**config.mk**
```make
export PLATFORM = sky130hd
export DESIGN_NAME = wash_cycle_sequencer
export DESIGN_NICKNAME = d
export VERILOG_FILES = /design/src/sv/wcs_pkg.sv /design/src/sv/wash_cycle_sequencer.sv
export SDC_FILE = /design/constraint.sdc
export NUM_CORES = 1
export LEC_CHECK = 0
export BUFFER_PORTS_ARGS = -buffer_cell sky130_fd_sc_hd__buf_2
export CORE_ASPECT_RATIO = 0.5
export CORE_MARGIN = 8
export CORE_UTILIZATION = 46
export DETAILED_ROUTE_END_ITERATION = 10
export PLACE_DENSITY_LB_ADDON = 0.15
export SYNTH_ARGS = -nofsm -noshare
export SYNTH_HDL_FRONTEND = slang
export SYNTH_SLANG_ARGS = --single-unit
```
**constraint.sdc**
```tcl
create_clock -name clk_i -period 12.9 [get_ports clk_i]
set_input_delay 1.29 -clock clk_i [delete_from_list [all_inputs] [get_ports clk_i]]
set_output_delay 1.29 -clock clk_i [all_outputs]
set_load 0.005 [all_outputs]
```
**src/sv/wcs_pkg.sv**
```systemverilog
// ----------------------------------------------------------------------------
// wcs_pkg
// Shared types and constants for the wash cycle sequencer.
// ----------------------------------------------------------------------------
package wcs_pkg;

  localparam int unsigned TimeW  = 32;
  localparam int unsigned DurW   = 20;
  localparam int unsigned CfgIdxW = 2;

  // Register map of the configuration port
  localparam logic [CfgIdxW-1:0] CfgFillTime     = 2'd0;
  localparam logic [CfgIdxW-1:0] CfgCleanTime    = 2'd1;
  localparam logic [CfgIdxW-1:0] CfgDrainTimeout = 2'd2;
  localparam logic [CfgIdxW-1:0] CfgDrainSettle  = 2'd3;

  localparam logic [DurW-1:0] FillTimeRst     = 20'd3000;
  localparam logic [DurW-1:0] CleanTimeRst    = 20'd3000;
  localparam logic [DurW-1:0] DrainTimeoutRst = 20'd30000;
  localparam logic [DurW-1:0] DrainSettleRst  = 20'd3000;

  typedef enum logic [2:0] {
    PhIdle    = 3'd0,
    PhFill    = 3'd1,
    PhClean   = 3'd2,
    PhDrain   = 3'd3,
    PhSettle  = 3'd4,
    PhDone    = 3'd5,
    PhPending = 3'd6
  } phase_e;

  typedef enum logic [1:0] {
    DoorNone   = 2'd0,
    DoorOpened = 2'd1,
    DoorClosed = 2'd2
  } door_evt_e;

  // Drive bit positions
  localparam int unsigned DrvFill  = 0;
  localparam int unsigned DrvUs    = 1;
  localparam int unsigned DrvDrain = 2;

  typedef logic [2:0] drive_t;

endpackage

```
**src/sv/wash_cycle_sequencer.sv**
```systemverilog
// ----------------------------------------------------------------------------
// wash_cycle_sequencer
// Timed fill / clean / drain / settle sequencer evaluated once per poll.
// ----------------------------------------------------------------------------
// Each transfer on the input channel is one poll; each produces exactly one
// result. A poll is captured in an input register, evaluated by one pass of
// compare logic (a single 32-bit elapsed-time subtract shared by all phases)
// and stored in the result register, so the block takes one poll per clock
// unless the result register stalls. Phases whose end condition already
// holds fall through within the same poll. in_stall_o rises only while the
// result register is full and stalled. Configuration writes take effect at
// once; the user must make them while no poll is in flight (not enforced).
module wash_cycle_sequencer (
  input  logic        clk_i,
  input  logic        rst_ni,
  // poll channel
  input  logic        in_valid_i,
  output logic        in_stall_o,
  input  logic        start_req_i,
  input  logic        door_open_i,
  input  logic        level_high_i,
  input  logic        level_low_i,
  input  logic [31:0] now_ms_i,
  // result channel
  output logic        out_valid_o,
  input  logic        out_stall_i,
  output logic        fill_valve_o,
  output logic        ultrasonic_o,
  output logic        drain_valve_o,
  output logic [2:0]  phase_o,
  output logic [1:0]  door_event_o,
  output logic        finished_o,
  // configuration
  input  logic        cfg_we_i,
  input  logic [1:0]  cfg_index_i,
  input  logic [19:0] cfg_data_i
);
  import wcs_pkg::*;

  // configuration registers
  logic [DurW-1:0] fill_time_q, clean_time_q, drain_timeout_q, drain_settle_q;

  always_ff @(posedge clk_i or negedge rst_ni) begin
    if (!rst_ni) begin
      fill_time_q     <= FillTimeRst;
      clean_time_q    <= CleanTimeRst;
      drain_timeout_q <= DrainTimeoutRst;
      drain_settle_q  <= DrainSettleRst;
    end else if (cfg_we_i) begin
      case (cfg_index_i)
        CfgFillTime:     fill_time_q     <= cfg_data_i;
        CfgCleanTime:    clean_time_q    <= cfg_data_i;
        CfgDrainTimeout: drain_timeout_q <= cfg_data_i;
        CfgDrainSettle:  drain_settle_q  <= cfg_data_i;
        default: ;
      endcase
    end
  end

  // input register
  logic             s1_valid_q;
  logic             s1_start_q, s1_door_q, s1_hi_q, s1_lo_q;
  logic [TimeW-1:0] s1_now_q;
  logic             s1_adv;
  logic             in_acc;

  assign s1_adv     = !out_valid_o || !out_stall_i;
  assign in_stall_o = s1_valid_q && !s1_adv;
  assign in_acc     = in_valid_i && !in_stall_o;

  always_ff @(posedge clk_i or negedge rst_ni) begin
    if (!rst_ni) begin
      s1_valid_q <= 1'b0;
    end else if (s1_adv || !s1_valid_q) begin
      s1_valid_q <= in_valid_i;
    end
  end

  always_ff @(posedge clk_i) begin
    if (in_acc) begin
      s1_start_q <= start_req_i;
      s1_door_q  <= door_open_i;
      s1_hi_q    <= level_high_i;
      s1_lo_q    <= level_low_i;
      s1_now_q   <= now_ms_i;
    end
  end

  // sequencer state
  phase_e           phase_q, phase_d;
  logic             last_door_q, last_door_d;
  logic [TimeW-1:0] start_time_q, start_time_d;
  drive_t           drive_q, drive_d;
  door_evt_e        evt;
  logic             fin;
  logic             proc;

  assign proc = s1_valid_q && s1_adv;

  always_ff @(posedge clk_i or negedge rst_ni) begin
    if (!rst_ni) begin
      phase_q      <= PhIdle;
      last_door_q  <= 1'b1;
      start_time_q <= '0;
      drive_q      <= '0;
    end else if (proc) begin
      phase_q      <= phase_d;
      last_door_q  <= last_door_d;
      start_time_q <= start_time_d;
      drive_q      <= drive_d;
    end
  end

  // one evaluation pass; a phase entered in this poll has zero elapsed time
  always_comb begin
    logic             ld;
    logic             fresh;
    logic [TimeW-1:0] el_raw;
    logic [TimeW-1:0] el;

    phase_d      = phase_q;
    drive_d      = drive_q;
    start_time_d = start_time_q;
    fin          = 1'b0;
    fresh        = 1'b0;
    ld           = last_door_q;
    el_raw       = s1_now_q - start_time_q;
    el           = el_raw;

    if (s1_start_q) begin
      ld      = 1'b0;
      phase_d = PhPending;
    end
    if (s1_door_q != ld) begin
      evt = s1_door_q ? DoorOpened : DoorClosed;
    end else begin
      evt = DoorNone;
    end
    last_door_d = s1_door_q;

    if (!s1_door_q) begin
      if (phase_d == PhPending) begin
        drive_d[DrvFill] = 1'b1;
        start_time_d     = s1_now_q;
        phase_d          = PhFill;
        fresh            = 1'b1;
      end
      el = fresh ? '0 : el_raw;
      if (phase_d == PhFill) begin
        if (el >= TimeW'(fill_time_q) || s1_hi_q) begin
          drive_d[DrvFill] = 1'b0;
          drive_d[DrvUs]   = 1'b1;
          start_time_d     = s1_now_q;
          phase_d          = PhClean;
          fresh            = 1'b1;
        end
      end
      el = fresh ? '0 : el_raw;
      if (phase_d == PhClean) begin
        if (el >= TimeW'(clean_time_q)) begin
          drive_d[DrvUs]    = 1'b0;
          drive_d[DrvDrain] = 1'b1;
          start_time_d      = s1_now_q;
          phase_d           = PhDrain;
          fresh             = 1'b1;
        end
      end
      el = fresh ? '0 : el_raw;
      if (phase_d == PhDrain) begin
        if (s1_lo_q || el >= TimeW'(drain_timeout_q)) begin
          start_time_d = s1_now_q;
          phase_d      = PhSettle;
          fresh        = 1'b1;
        end
      end
      el = fresh ? '0 : el_raw;
      if (phase_d == PhSettle) begin
        if (el >= TimeW'(drain_settle_q)) begin
          drive_d[DrvDrain] = 1'b0;
          phase_d           = PhDone;
          fin               = 1'b1;
        end
      end
    end
  end

  // reported phase: a pending fill reads as filling
  logic [2:0] phase_rep;
  always_comb begin
    case (phase_d)
      PhPending: phase_rep = PhFill;
      PhIdle, PhFill, PhClean, PhDrain, PhSettle, PhDone: phase_rep = phase_d;
      default:   phase_rep = PhIdle;
    endcase
  end

  // result register
  always_ff @(posedge clk_i or negedge rst_ni) begin
    if (!rst_ni) begin
      out_valid_o <= 1'b0;
    end else if (s1_adv) begin
      out_valid_o <= s1_valid_q;
    end
  end

  always_ff @(posedge clk_i) begin
    if (proc) begin
      fill_valve_o  <= drive_d[DrvFill];
      ultrasonic_o  <= drive_d[DrvUs];
      drain_valve_o <= drive_d[DrvDrain];
      phase_o       <= phase_rep;
      door_event_o  <= evt;
      finished_o    <= fin;
    end
  end

  // assertions
  a_fin_done: assert property (@(posedge clk_i) disable iff (!rst_ni)
    out_valid_o && finished_o |-> phase_o == PhDone && !drain_valve_o)
    else $error("finished without done phase or with drain open");

  a_proc_out: assert property (@(posedge clk_i) disable iff (!rst_ni)
    proc |=> out_valid_o)
    else $error("evaluated poll produced no result");

  a_state_hold: assert property (@(posedge clk_i) disable iff (!rst_ni)
    !proc |=> $stable(phase_q) && $stable(drive_q) && $stable(start_time_q))
    else $error("sequencer state changed without a poll");

  a_door_hold: assert property (@(posedge clk_i) disable iff (!rst_ni)
    proc && s1_door_q && !s1_start_q |=> $stable(drive_q) && $stable(start_time_q))
    else $error("drives or timer changed while door open");

endmodule
```
Word level (Yosys, flattened, before mapping)
Cells that the tools add are included.
{"block": "op_classes", "add_sub_neg": 1, "n_lt_le_gt_ge": 4, "eq_ne": 15, "n_mux": 49, "bitwise": 2, "reduce_logical": 21}
{"op": "two-way mux 32 bit", "n": 11}
{"op": ">= comparator 32 x 20 -> 1 bit", "n": 4}
{"op": "two-way mux 3 bit", "n": 16}
{"op": "subtractor 32 bit", "n": 1}
{"op": "two-way mux 1 bit", "n": 16}
{"op": "equality test 3 bit (second input constant)", "n": 5}
{"op": "equality test 3 x 2 -> 1 bit (second input constant)", "n": 4}
{"op": "two-way mux 2 bit", "n": 5}
{"op": "AND reduction 2 bit", "n": 5}
{"op": "equality test 3 x 1 -> 1 bit (second input constant)", "n": 2}
{"op": "one-hot mux 3 bit (2 select lines)", "n": 1}
{"op": "OR reduction 6 bit", "n": 1}
{"op": "logical NOT 1 bit", "n": 5}
{"op": "equality test 2 bit (second input constant)", "n": 2}
{"op": "logical OR 1 bit", "n": 4}
{"op": "logical AND 1 bit", "n": 3}
{"op": "logical NOT 3 bit", "n": 1}
{"op": "equality test 2 x 1 -> 1 bit (second input constant)", "n": 1}
{"op": "logical NOT 2 bit", "n": 1}
{"op": "NOT 1 bit", "n": 2}
{"op": "OR reduction 2 bit", "n": 1}
{"op": "!= test 1 bit", "n": 1}
{"block": "word_totals", "regBits": 166, "input_bits": 63, "output_inout_bits": 11, "word_cells": 113}

Longest topological paths before layout
Gate-level depths: netlist of run 1.
{"block": "depth", "word_depth": 29, "mapped_depth": 64, "ltp_nobuf": 60}

Worst setup path before layout of run 1
OpenSTA, ideal clock, no wires.
{"block": "synth_path", "path_kind": "register to register", "start": "register s1_now_q[0]", "end": "register phase_o[0], data pin", "setup_time_ns": 0.259, "arrival_ns": 10.075, "required_time_ns": 12.641, "slack_ns": 2.566, "stages_incl_launch_ff": 61, "path_buffers": 4, "period_less_slack_ns": 10.334, "path_cell_list": "edfxtp_1 inv_1 ha_1 inv_1 fa_1 nand3_1 a21oi_1 o21ai_1 and2_1 o21ai_0 a21oi_1 xnor2_1 nand2_1 inv_1 ha_1 a21o_1 a211oi_1 o21a_1 (+25 left out) o41ai_2 or2_4 buf_2 buf_2 nor2_1 ha_1 a21o_1 a21o_1 a21oi_1 o21ai_0 a21o_1 a21o_1 a21oi_1 o211ai_1 a221oi_1 a2bb2oi_1 a21oi_1 xnor2_1"}
{"block": "synth_via", "elab_chain_len": 26, "elab_cells_between_ends": 44, "classes_between": "add/sub (1); order compare (4); eq/ne (9); mux (26); reduce/logical (4)"}
{"item": "start: declaration", "line_no": "wash_cycle_sequencer.sv:63", "rtl": "logic [TimeW-1:0] s1_now_q;"}
{"item": "start signal: assignment", "line_no": "wash_cycle_sequencer.sv:85", "rtl": "s1_now_q <= now_ms_i;"}
{"item": "subtractor 32 bit (*)", "line_no": "wash_cycle_sequencer.sv:127", "rtl": "el_raw = s1_now_q - start_time_q;"}
{"item": "two-way mux 32 bit", "line_no": "wash_cycle_sequencer.sv:148", "rtl": "el = fresh ? '0 : el_raw;"}
{"item": ">= comparator 32 x 20 -> 1 bit", "line_no": "wash_cycle_sequencer.sv:150", "rtl": "if (el >= TimeW'(fill_time_q) || s1_hi_q) begin"}
{"item": "logical OR 1 bit", "line_no": "wash_cycle_sequencer.sv:150"}
{"item": "two-way mux 1 bit", "line_no": "wash_cycle_sequencer.sv:150"}
{"item": "two-way mux 1 bit", "line_no": "wash_cycle_sequencer.sv:149", "rtl": "if (phase_d == PhFill) begin"}
{"item": "two-way mux 1 bit", "line_no": "wash_cycle_sequencer.sv:141", "rtl": "if (!s1_door_q) begin"}
{"item": "two-way mux 32 bit", "line_no": "wash_cycle_sequencer.sv:158", "rtl": "el = fresh ? '0 : el_raw;"}
{"item": "(+11 left out)"}
{"item": ">= comparator 32 x 20 -> 1 bit", "line_no": "wash_cycle_sequencer.sv:178", "rtl": "if (el >= TimeW'(drain_settle_q)) begin"}
{"item": "two-way mux 3 bit", "line_no": "wash_cycle_sequencer.sv:178"}
{"item": "two-way mux 3 bit (*)", "line_no": "wash_cycle_sequencer.sv:177", "rtl": "if (phase_d == PhSettle) begin"}
{"item": "two-way mux 3 bit (*)", "line_no": "wash_cycle_sequencer.sv:141"}
{"item": "equality test 3 x 1 -> 1 bit (tied with other cells)", "line_no": "wash_cycle_sequencer.sv:190", "rtl": "case (phase_d)"}
{"item": "OR reduction 6 bit", "line_no": "wash_cycle_sequencer.sv:190"}
{"item": "one-hot mux 3 bit (2 select lines) (*)", "line_no": "wash_cycle_sequencer.sv:190"}
{"item": "via phase_rep[0]", "line_no": "wash_cycle_sequencer.sv:188", "rtl": "logic [2:0] phase_rep;"}
{"item": "end signal: assignment", "line_no": "wash_cycle_sequencer.sv:211", "rtl": "phase_o <= phase_rep;"}
{"item": "end: declaration", "line_no": "wash_cycle_sequencer.sv:30", "rtl": "output logic [2:0] phase_o,"}
The timed path passes the listed nets; every way through them passes the cells marked *. The select of a mux whose other input is x is not followed.
A chain may end at the register's enable or synchronous reset.

Worst setup path after layout of run 1
{"block": "layout_path", "start": "register s1_now_q[6]", "end": "register phase_o[0], data pin"}
The elaborated chain is that of the path after synthesis.

==> reports/metrics.cfg, run 1 <==
[outcome]
status=complete, no violations

[logic_synthesis]
avgSynthCellArea_um2=9.79
synth-seq-cells=166
synth_cell_type_count=69
syn-num-nets=1285
ys.warnings.count=0
netlist_area_um2=10900
seq_area_frac_synth=0.406
synth_edf_count=45
synthFlopType=dfrtp_1
async_reset_ff_frac=0.729
postSynthCellCount=1110

[sta]
tightest_slew_ns=1.22
post-route-min-period_ns=11.82
fin_tns_setup_ns=0
skew_ns=0.0141
worst_slack_ns=1.08
final_max_slew_viol_count=0
fmax_ghz=0.0846
fin_crit_sh=0.916
max-slew-margin-rel=0.184
hold_viol_final=0
finalSetupViolCount=0
rsz0062_at_grt=false

[worst_setup_path]
cp_slowest_cell=or4_1
worstPathArrival_ns=12.02
cp.required_ns=13.09
crit_fanout=22
endpoint_kind=flop
worst-path-buf-inv=3
critPathMaxStageDelay_ns=0.47
cp-start-kind=flop
worstSetupPathType=flop to flop
cp_top_family=compound AO/OA/AOI/OAI gates
critPathMostFrequentCell=a21oi_1

[clocking]
cts_buffers=17
htree_levels=4
cts_sinks=166
cts_root_buffer=clkbuf_16
clk_pin_slew_worst_paths_ns=0.06
cts_tree=yes
cts_buffer_depth=2
post_cts_buffers=0
worstSkewPairLatency_ns=0.45
hold_buffers=0
ctsResizeCount=0

[global_routing]
grt_pass1_vias=8294
grt_util_all_layers=0.184
grt_overflow_total=0
grt_pass1_wl_um=42900
grt_start_max_net_pins=67
antenna_found_initial=0

[die]
die_y_um=125
row_count=39
dieWidth_um=233
core_um2=23000
initial_core_util=0.473
fp.dieArea_um2=29100
ios=74

[final_layout]
layout_common_cells=inv_1, ha_1, nor2_1
final_common_cell=inv_1
syn2layout_area_growth_pct=11.6
final_nets=1352
stdcell_area_um2=12100
drive_gt1_frac=0.213
antenna_cells=0

[placed_design]
place.gp.congestion=0.880
port_buffers=73
postPlaceCellArea_um2=11500
dp_slack_ns=1.02
dp.final_hpwl_um=19800

[detailed_routing]
viasPerCell=5.44
avgRoutedWirePerCell_um=17.1
drtAntennaViolNets=0
drc=0
vias=8141
wl_um=25600
drtPass1Iterations=5
dr.first_iter.drc_count=523

[flow_run]
cap_viol_max_count=0

[hold_path]
hold_class=flop to flop

[pwr]
p_leak_uw=0.00588
powerDensity_nw_per_um2=220
peakVddDrop_mv=0.0813

==> path summary, 6_finish.rpt <==
check                            start              end  slack [ns]  cells after the start
setup / recovery           s1_now_q[6]       phase_o[0]        1.08                     57
hold / removal              drive_q[0]       drive_q[0]        0.50                      2
setup reg to reg           s1_now_q[6]       phase_o[0]        1.08                     57
hold reg to reg             drive_q[0]       drive_q[0]        0.50                      2
max in group asynchronous       rst_ni  fill_time_q[10]       10.66                      2
min in group asynchronous       rst_ni  fill_time_q[16]        0.90                      1
==> state kept, by name (all words and copies together) (netlist names), 20 cells and up <==
name             count
fill_time_q         20
s1_now_q            32
drain_settle_q      20
start_time_q        32
clean_time_q        20
drain_timeout_q     20
==> cells by family after synthesis <==
kind of cell	count (synthesis)	synth area share
AOI/OAI and AO/OA	244	0.145
adders and majority gates	112	0.130
xor gates and xnor gates	18	0.0145
buffers and inverters	176	0.0669
muxes	99	0.112
and+or+nand+nor	295	0.125
DFF	166	0.406
==> synth_stat cells, types with 8 or more instances <==
library cell | instances | area [um^2]
edfxtp_1 | 45 | 1350
nand4_1 | 18 | 113
nand2_1 | 81 | 304
mux2_2 | 64 | 721
o211ai_1 | 10 | 75.1
nor3_1 | 16 | 80.1
ha_1 | 111 | 1390
o21a_1 | 8 | 60.1
a21o_1 | 26 | 195
nor2_1 | 108 | 405
a21oi_1 | 68 | 340
inv_1 | 142 | 533
a211oi_1 | 9 | 67.6
xor2_1 | 9 | 78.8
dfstp_2 | 29 | 762
dfrtp_1 | 92 | 2300
o21ai_1 | 10 | 50.1
nand2b_1 | 14 | 87.6
xnor2_1 | 9 | 78.8
clkbuf_1 | 22 | 82.6
o21ai_0 | 60 | 300
mux2_4 | 30 | 450
nand3_1 | 13 | 65.1
==> metal layers <==
metal / share of wire / GRT usage / wire (um)
met3: 0.043 / 0.0462 / 1110
met4: 0.011 / 0.0505 / 293
met2: 0.45 / 0.281 / 11500
met5: 0 / 0 / 0
met1: 0.49 / 0.255 / 12700
==> power by group <==
group	switching, uW	internal, uW	leakage, uW	total [uW]
Combinational	817	564	0.00376	1380
Clock	202	341	0.000300	542
Sequential	66.1	677	0.00182	743
Total	1080	1580	0.00588	2670
==> area by class of cell <==
type	count	area, um^2
inverters	142	533
clock buffers	21	440
repair buffers	82	435
flip-flops and latches	166	4420
fillers	2084	10900
well taps	307	384
clock inverters	11	180
multi-input cells	768	5740
==> stage by stage <==
step / util / std cells / hold slack (ns) / total power (uW)
after floorplan: - / 1110 / 0.449 / 1770
after CTS: 0.527 / 1497 / 0.505 / 2680
final: 0.528 / 1497 / 0.502 / 2670
after global routing: 0.528 / 1497 / 0.520 / 2900
after detailed placement: 0.500 / 1465 / 0.491 / 2120
after global placement: 0.500 / 1465 / 0.462 / 2090
==> tightest hold or removal path, stage by stage, from the launching register on <==
cell	delay (ns)
dfrtp_1	0.35
nand2_1	0.05
o31ai_1	0.07
No activity file was read; power rests on OpenSTA's default activity.
==> run 2: changes to the inputs <==
--- a/config.mk
+++ b/config.mk
@@ -8,2 +8,3 @@
 export BUFFER_PORTS_ARGS = -buffer_cell sky130_fd_sc_hd__buf_2
+export CAP_MARGIN = 20
 export CORE_ASPECT_RATIO = 0.5
--- a/constraint.sdc
+++ b/constraint.sdc
@@ -3,2 +3,2 @@
 set_output_delay 1.29 -clock clk_i [all_outputs]
-set_load 0.005 [all_outputs]
+set_load 0.05 [all_outputs]
==> run 2 against run 1 <==
  * Non-clock buffer count is 1 higher
  * Clock power is 1% lower
  * Highest routed layer unchanged
  * Sequential share of layout area hardly changed
==> reports/metrics.cfg, run 2 (synthesis gave the netlist of run 1 again) <==
[outcome]
status=complete, no violations

[clocking]
htree_levels=4  ; unchanged
post_cts_buffers=0  ; unchanged
ctsResizeCount=0  ; unchanged
clk_pin_slew_worst_paths_ns=0.07  ; about the same
cts_buffer_depth=2  ; unchanged
cts_root_buffer=clkbuf_16
cts_tree=yes
hold_buffers=0  ; unchanged
cts_sinks=166  ; unchanged
worstSkewPairLatency_ns=0.45  ; about the same
cts_buffers=17  ; unchanged

[placed_design]
place.gp.congestion=0.880  ; unchanged
dp.final_hpwl_um=19900  ; +0.57%
dp_slack_ns=0.901  ; -0.117 ns
port_buffers=73  ; unchanged

[worst_setup_path]
cp.required_ns=13.09  ; about the same
worst-path-buf-inv=3  ; unchanged
worstSetupPathType=flop to flop
cp_slowest_cell=or4_1
worstRegToRegCells=56  ; -1.8%
crit_cells=56  ; -1.8%
worstPathArrival_ns=12.22  ; +0.20 ns
rr_startpoint=s1_now_q[5]
cp-start-kind=flop
critPathMostFrequentCell=a21oi_1
crit_fanout=22  ; unchanged
reg2reg_slack_ns=0.87  ; -0.21 ns
critPathMaxStageDelay_ns=0.46  ; about the same
cp_top_family=compound AO/OA/AOI/OAI gates
reg2reg_to=phase_o[0]
endpoint_kind=flop

[final_layout]
top_regs=s1_now_q: 32 flops, start_time_q: 32 flops
ff_latch_area_um2=4420  ; unchanged
final_common_cell=inv_1
syn2layout_area_growth_pct=11.7
drive_gt1_frac=0.215  ; +0.00234
n_fill_cell=2057  ; -1.3%
layout_common_cells=inv_1, ha_1, nor2_1
multi_input_area_um2=5740  ; unchanged
utilization=0.528  ; +0.000708
final_nets=1353  ; +0.074%
antenna_cells=0  ; unchanged

[hold_path]
hold_depth=2  ; unchanged
hold_class=flop to flop
min_from=drive_q[0]
hold_end=drive_q[0]

[pwr]
p_leak_uw=0.00589  ; +0.20%
peakVddDrop_mv=0.0792  ; -2.6%
powerDensity_nw_per_um2=222  ; +0.77%

[sta]
hold_viol_final=0  ; unchanged
fin_crit_sh=0.933  ; +0.0162
tightest_slew_ns=0.920  ; -0.300 ns
fin_tns_setup_ns=0  ; unchanged
post-route-min-period_ns=12.03  ; +0.209 ns
skew_ns=0.0101  ; -0.00405 ns
max-slew-margin-rel=0.386  ; +0.202
final_max_slew_viol_count=0  ; unchanged
fmax_ghz=0.0831  ; -1.7%
worst_slack_ns=0.870  ; -0.209 ns
finalSetupViolCount=0  ; unchanged

[flow_run]
cap_viol_max_count=0  ; unchanged

[detailed_routing]
vias=8131  ; -0.12%
drc=0  ; unchanged
dr.first_iter.drc_count=460  ; -12%
wl_um=25900  ; +0.85%
drtPass1Iterations=5  ; unchanged
viasPerCell=5.43  ; -0.19%
avgRoutedWirePerCell_um=17.3  ; +0.79%
drtAntennaViolNets=0  ; unchanged

[global_routing]
grt_start_max_net_pins=67  ; unchanged
grt_util_all_layers=0.185  ; +0.000570
grt_pass1_vias=8398  ; +1.3%
antenna_found_initial=0  ; unchanged
grt_overflow_total=0  ; unchanged
grt_pass1_wl_um=42800  ; -0.24%

[die]
die_y_um=125  ; unchanged
initial_core_util=0.473  ; unchanged
core_um2=23000  ; unchanged
ios=74  ; unchanged
dieWidth_um=233  ; unchanged
row_count=39  ; unchanged
fp.dieArea_um2=29100  ; unchanged

[run 2: cell count changes in the layout (fill, tap and decap cells not counted), sizes merged]
| cell | change |
|---|---|
| buf | +1 |
| bufinv | -2 |
| clkbuf | +3 |
| clkinv | -1 |
[run 2: area by class of cell]
class                      instances  area share
sequential                       166       0.364
clock inverter                     8     0.00969
tap                              307      0.0316
clock buffer                      24      0.0415
inverter                         142      0.0439
multi-input combinational        768       0.473
timing repair buffer              83      0.0371
[run 2: metrics by stage]
stage                     total power, uW  instances  hold WS, ns  cell area (um^2)
after global placement               2120       1465        0.462             11500
after detailed placement             2150       1466        0.489             11500
final                                2690       1498        0.497             12100
after floorplan                      1790       1110        0.449             10900
after CTS                            2700       1498        0.505             12100
after global routing                 2910       1498        0.522             12100
[run 2: tightest hold or removal path, cell delays in order (launching register included)]
cell and delay, ns:
dfrtp_1 0.35, nand2_1 0.05, o31ai_1 0.06
[run 2: power breakdown]
part / internal (uW) / switching, uW
registers: 677 / 65.3
logic: 565 / 848
clock network: 331 / 204
[run 2: worst max path at each step]
stage,from,to
floorplan,s1_now_q[0],phase_o[0]
global placement,s1_now_q[0],phase_o[0]
detailed placement,s1_now_q[5],phase_o[0]
CTS,s1_now_q[5],phase_o[0]
global route,s1_now_q[0],phase_o[0]
finish,s1_now_q[5],phase_o[0]
[run 2: routing by layer]
layer	up-vias	track usage	wire length, um
met1	3933	0.250	12600
met4	0	0.0542	406
met2	154	0.282	11500
li1	4016	-	-
met5	-	0	0
met3	28	0.0532	1350
==> run 3: changes to the inputs <==
- CORE_ASPECT_RATIO: 0.5 -> 1.2
==> run 3 against run 2 <==
  * Final cell count rose by 0.53%
  * Non-clock buffer count did not move
  * Routed wire length barely moved
  * Sequential power barely moved
  * Die area fell by 0.96%
  * Global-route usage rose by 0.17 points
  * Critical path depth rose by 3
  * Hold slack got worse by 0.011 ns
  * Utilization fell by 0.48 points
  * Combinational power barely moved
  * Largest cell class unchanged
  * Highest routed layer unchanged
==> reports/metrics.cfg, run 3 (synthesis gave the netlist of run 1 again) <==
[outcome]
status=complete, no violations

[sta]
fin_tns_setup_ns=0  ; unchanged
final_max_slew_viol_count=0  ; unchanged
finalSetupViolCount=0  ; unchanged
tightest_slew_ns=0.867  ; -0.0533 ns
hold_ws_ns=0.486  ; -0.0105 ns
fmax_ghz=0.0857  ; +3.1%
post-route-min-period_ns=11.66  ; -0.366 ns
fin_crit_sh=0.904  ; -0.0283
rsz0062_at_grt=false
skew_ns=0.0126  ; +0.00254 ns
max-slew-margin-rel=0.422  ; +0.0355
worst_slack_ns=1.24  ; +0.366 ns
hold_viol_final=0  ; unchanged

[global_routing]
grt_start_max_net_pins=69  ; +3.0%
grt_overflow_total=0  ; unchanged
grt_pass1_vias=8182  ; -2.6%
grt_pass1_wl_um=42400  ; -0.98%
grt_util_all_layers=0.186  ; +0.00171
antenna_found_initial=0  ; unchanged

[detailed_routing]
drc=0  ; unchanged
dr.first_iter.drc_count=411  ; -11%
viasPerCell=5.32  ; -2.0%
drtPass1Iterations=5  ; unchanged
drtAntennaViolNets=0  ; unchanged
wl_um=25900  ; about the same
vias=8008  ; -1.5%
avgRoutedWirePerCell_um=17.2  ; -0.54%

[die]
ios=74  ; unchanged
dieWidth_um=156  ; -33%
die_y_um=184  ; +48%
row_count=61  ; +56%
core_um2=23200  ; +0.95%
initial_core_util=0.468  ; -0.00446
fp.dieArea_um2=28800  ; -0.96%

[final_layout]
final_nets=1353  ; unchanged
top_regs=s1_now_q: 32 flops, start_time_q: 32 flops
multi_input_area_um2=5730  ; -0.13%
ff_latch_area_um2=4420  ; unchanged
antenna_cells=0  ; unchanged
drive_gt1_frac=0.217  ; +0.00168
syn2layout_area_growth_pct=11.8  ; about the same
n_fill_cell=2183  ; +6.1%
layout_common_cells=inv_1, ha_1, nor2_1
final_common_cell=inv_1
stdcell_count=1506  ; +0.53%

[clocking]
post_cts_buffers=0  ; unchanged
ctsResizeCount=0  ; unchanged
worstSkewPairLatency_ns=0.43  ; -0.02 ns
cts_root_buffer=clkbuf_16
cts_buffer_depth=2  ; unchanged
cts_tree=yes
clk_pin_slew_worst_paths_ns=0.07  ; about the same
cts_sinks=166  ; unchanged
cts_buffers=17  ; unchanged
htree_levels=4  ; unchanged
hold_buffers=0  ; unchanged

[worst_setup_path]
cp_slowest_cell=o41ai_1
endpoint_kind=flop
worstSetupPathType=flop to flop
crit_fanout=22  ; unchanged
reg2reg_to=phase_o[0]
worstRegToRegCells=59  ; +5.4%
worst-path-buf-inv=5  ; +2
cp-start-kind=flop
critPathMaxStageDelay_ns=0.50  ; +0.04 ns
cp.required_ns=13.08  ; about the same
worstPathArrival_ns=11.84  ; -0.38 ns
critPathMostFrequentCell=a21oi_1
reg2reg_slack_ns=1.24  ; +0.37 ns
rr_startpoint=s1_now_q[0]
cp_top_family=compound AO/OA/AOI/OAI gates

[pwr]
seqPwrFrac=0.276  ; about the same
p_switching_uw=1120  ; +0.54%
powerDensity_nw_per_um2=221  ; -0.17%
p_clk_frac=0.205  ; +0.006
p_leak_uw=0.00589  ; about the same
p_int_uw=1560  ; -0.61%
swShare=0.418  ; +0.00280
combPwrFrac=0.518  ; -0.007
finalPower_uw=2690  ; -0.13%
peakVddDrop_mv=0.125  ; +58%

[placed_design]
port_buffers=73  ; unchanged
dp.final_hpwl_um=19800  ; -0.45%
place.gp.congestion=0.920  ; +4.5%
dp_cells=1474  ; +0.55%
dp_slack_ns=1.34  ; +0.443 ns

[hold_path]
hold_depth=2  ; unchanged
min_from=drive_q[0]
hold_class=flop to flop
hold_end=drive_q[0]

[flow_run]
cap_viol_max_count=0  ; unchanged

-- run 3: changes by cell type in the layout (fill, tap and decap cells not counted), sizes merged --
cell,before,now
inv,142,150
clkbuf,24,19
clkinv,4,1
-- run 3: cell type report --
type | count | share of cell area
inverters | 142 | 0.0439
clock buffers | 19 | 0.0374
repair buffers | 83 | 0.0365
multi-input cells | 768 | 0.472
flip-flops and latches | 166 | 0.363
well taps | 315 | 0.0324
clock inverters | 13 | 0.0146
-- run 3: worst max-delay path by stage --
stage	from	endpoint	slack, ns	depth (start not counted)
4_1_cts	s1_now_q[0]	phase_o[0]	1.29	58
6_report	s1_now_q[0]	phase_o[0]	1.24	59
3_3_place_gp	s1_now_q[0]	phase_o[0]	1.60	58
5_1_grt	s1_now_q[0]	phase_o[0]	0.43	59
2_1_floorplan	s1_now_q[0]	phase_o[0]	2.57	60
3_5_place_dp	s1_now_q[0]	phase_o[0]	1.34	58
-- run 3: stage by stage --
stage / instance area (um^2) / util
floorplan: 10900 / -
CTS: 12100 / 0.524
global route: 12100 / 0.524
finish: 12100 / 0.524
global placement: 11500 / 0.496
detailed placement: 11500 / 0.496
-- run 3: routing by layer --
| layer | track usage | part of all wire | wire (um) |
|---|---|---|---|
| met3 | 0.0269 | 0.026 | 662 |
| met2 | 0.323 | 0.49 | 12600 |
| met4 | 0.0662 | 0.026 | 677 |
| met1 | 0.231 | 0.46 | 11900 |
| met5 | 0 | 0 | 0 |
-- run 3: power by group through the flow --
| stage | Clock [uW] | Sequential (uW) | Combinational, uW |
|---|---|---|---|
| floorplan | 0 | 756 | 1040 |
| global placement | 0 | 747 | 1370 |
| detailed placement | 0 | 751 | 1380 |
| CTS | 564 | 742 | 1390 |
| global route | 584 | 759 | 1570 |
| finish | 552 | 742 | 1390 |
-- run 3: worst reg2reg max path: cells and delay by family (launching register included) --
family	cells	cell delay, ns
AOI/OAI and AO/OA	33	5.92
xor gates and xnor gates	2	0.29
adders and majority gates	6	1.65
buffers and inverters	5	0.68
DFF	1	0.38
and+or+nand+nor	13	2.49
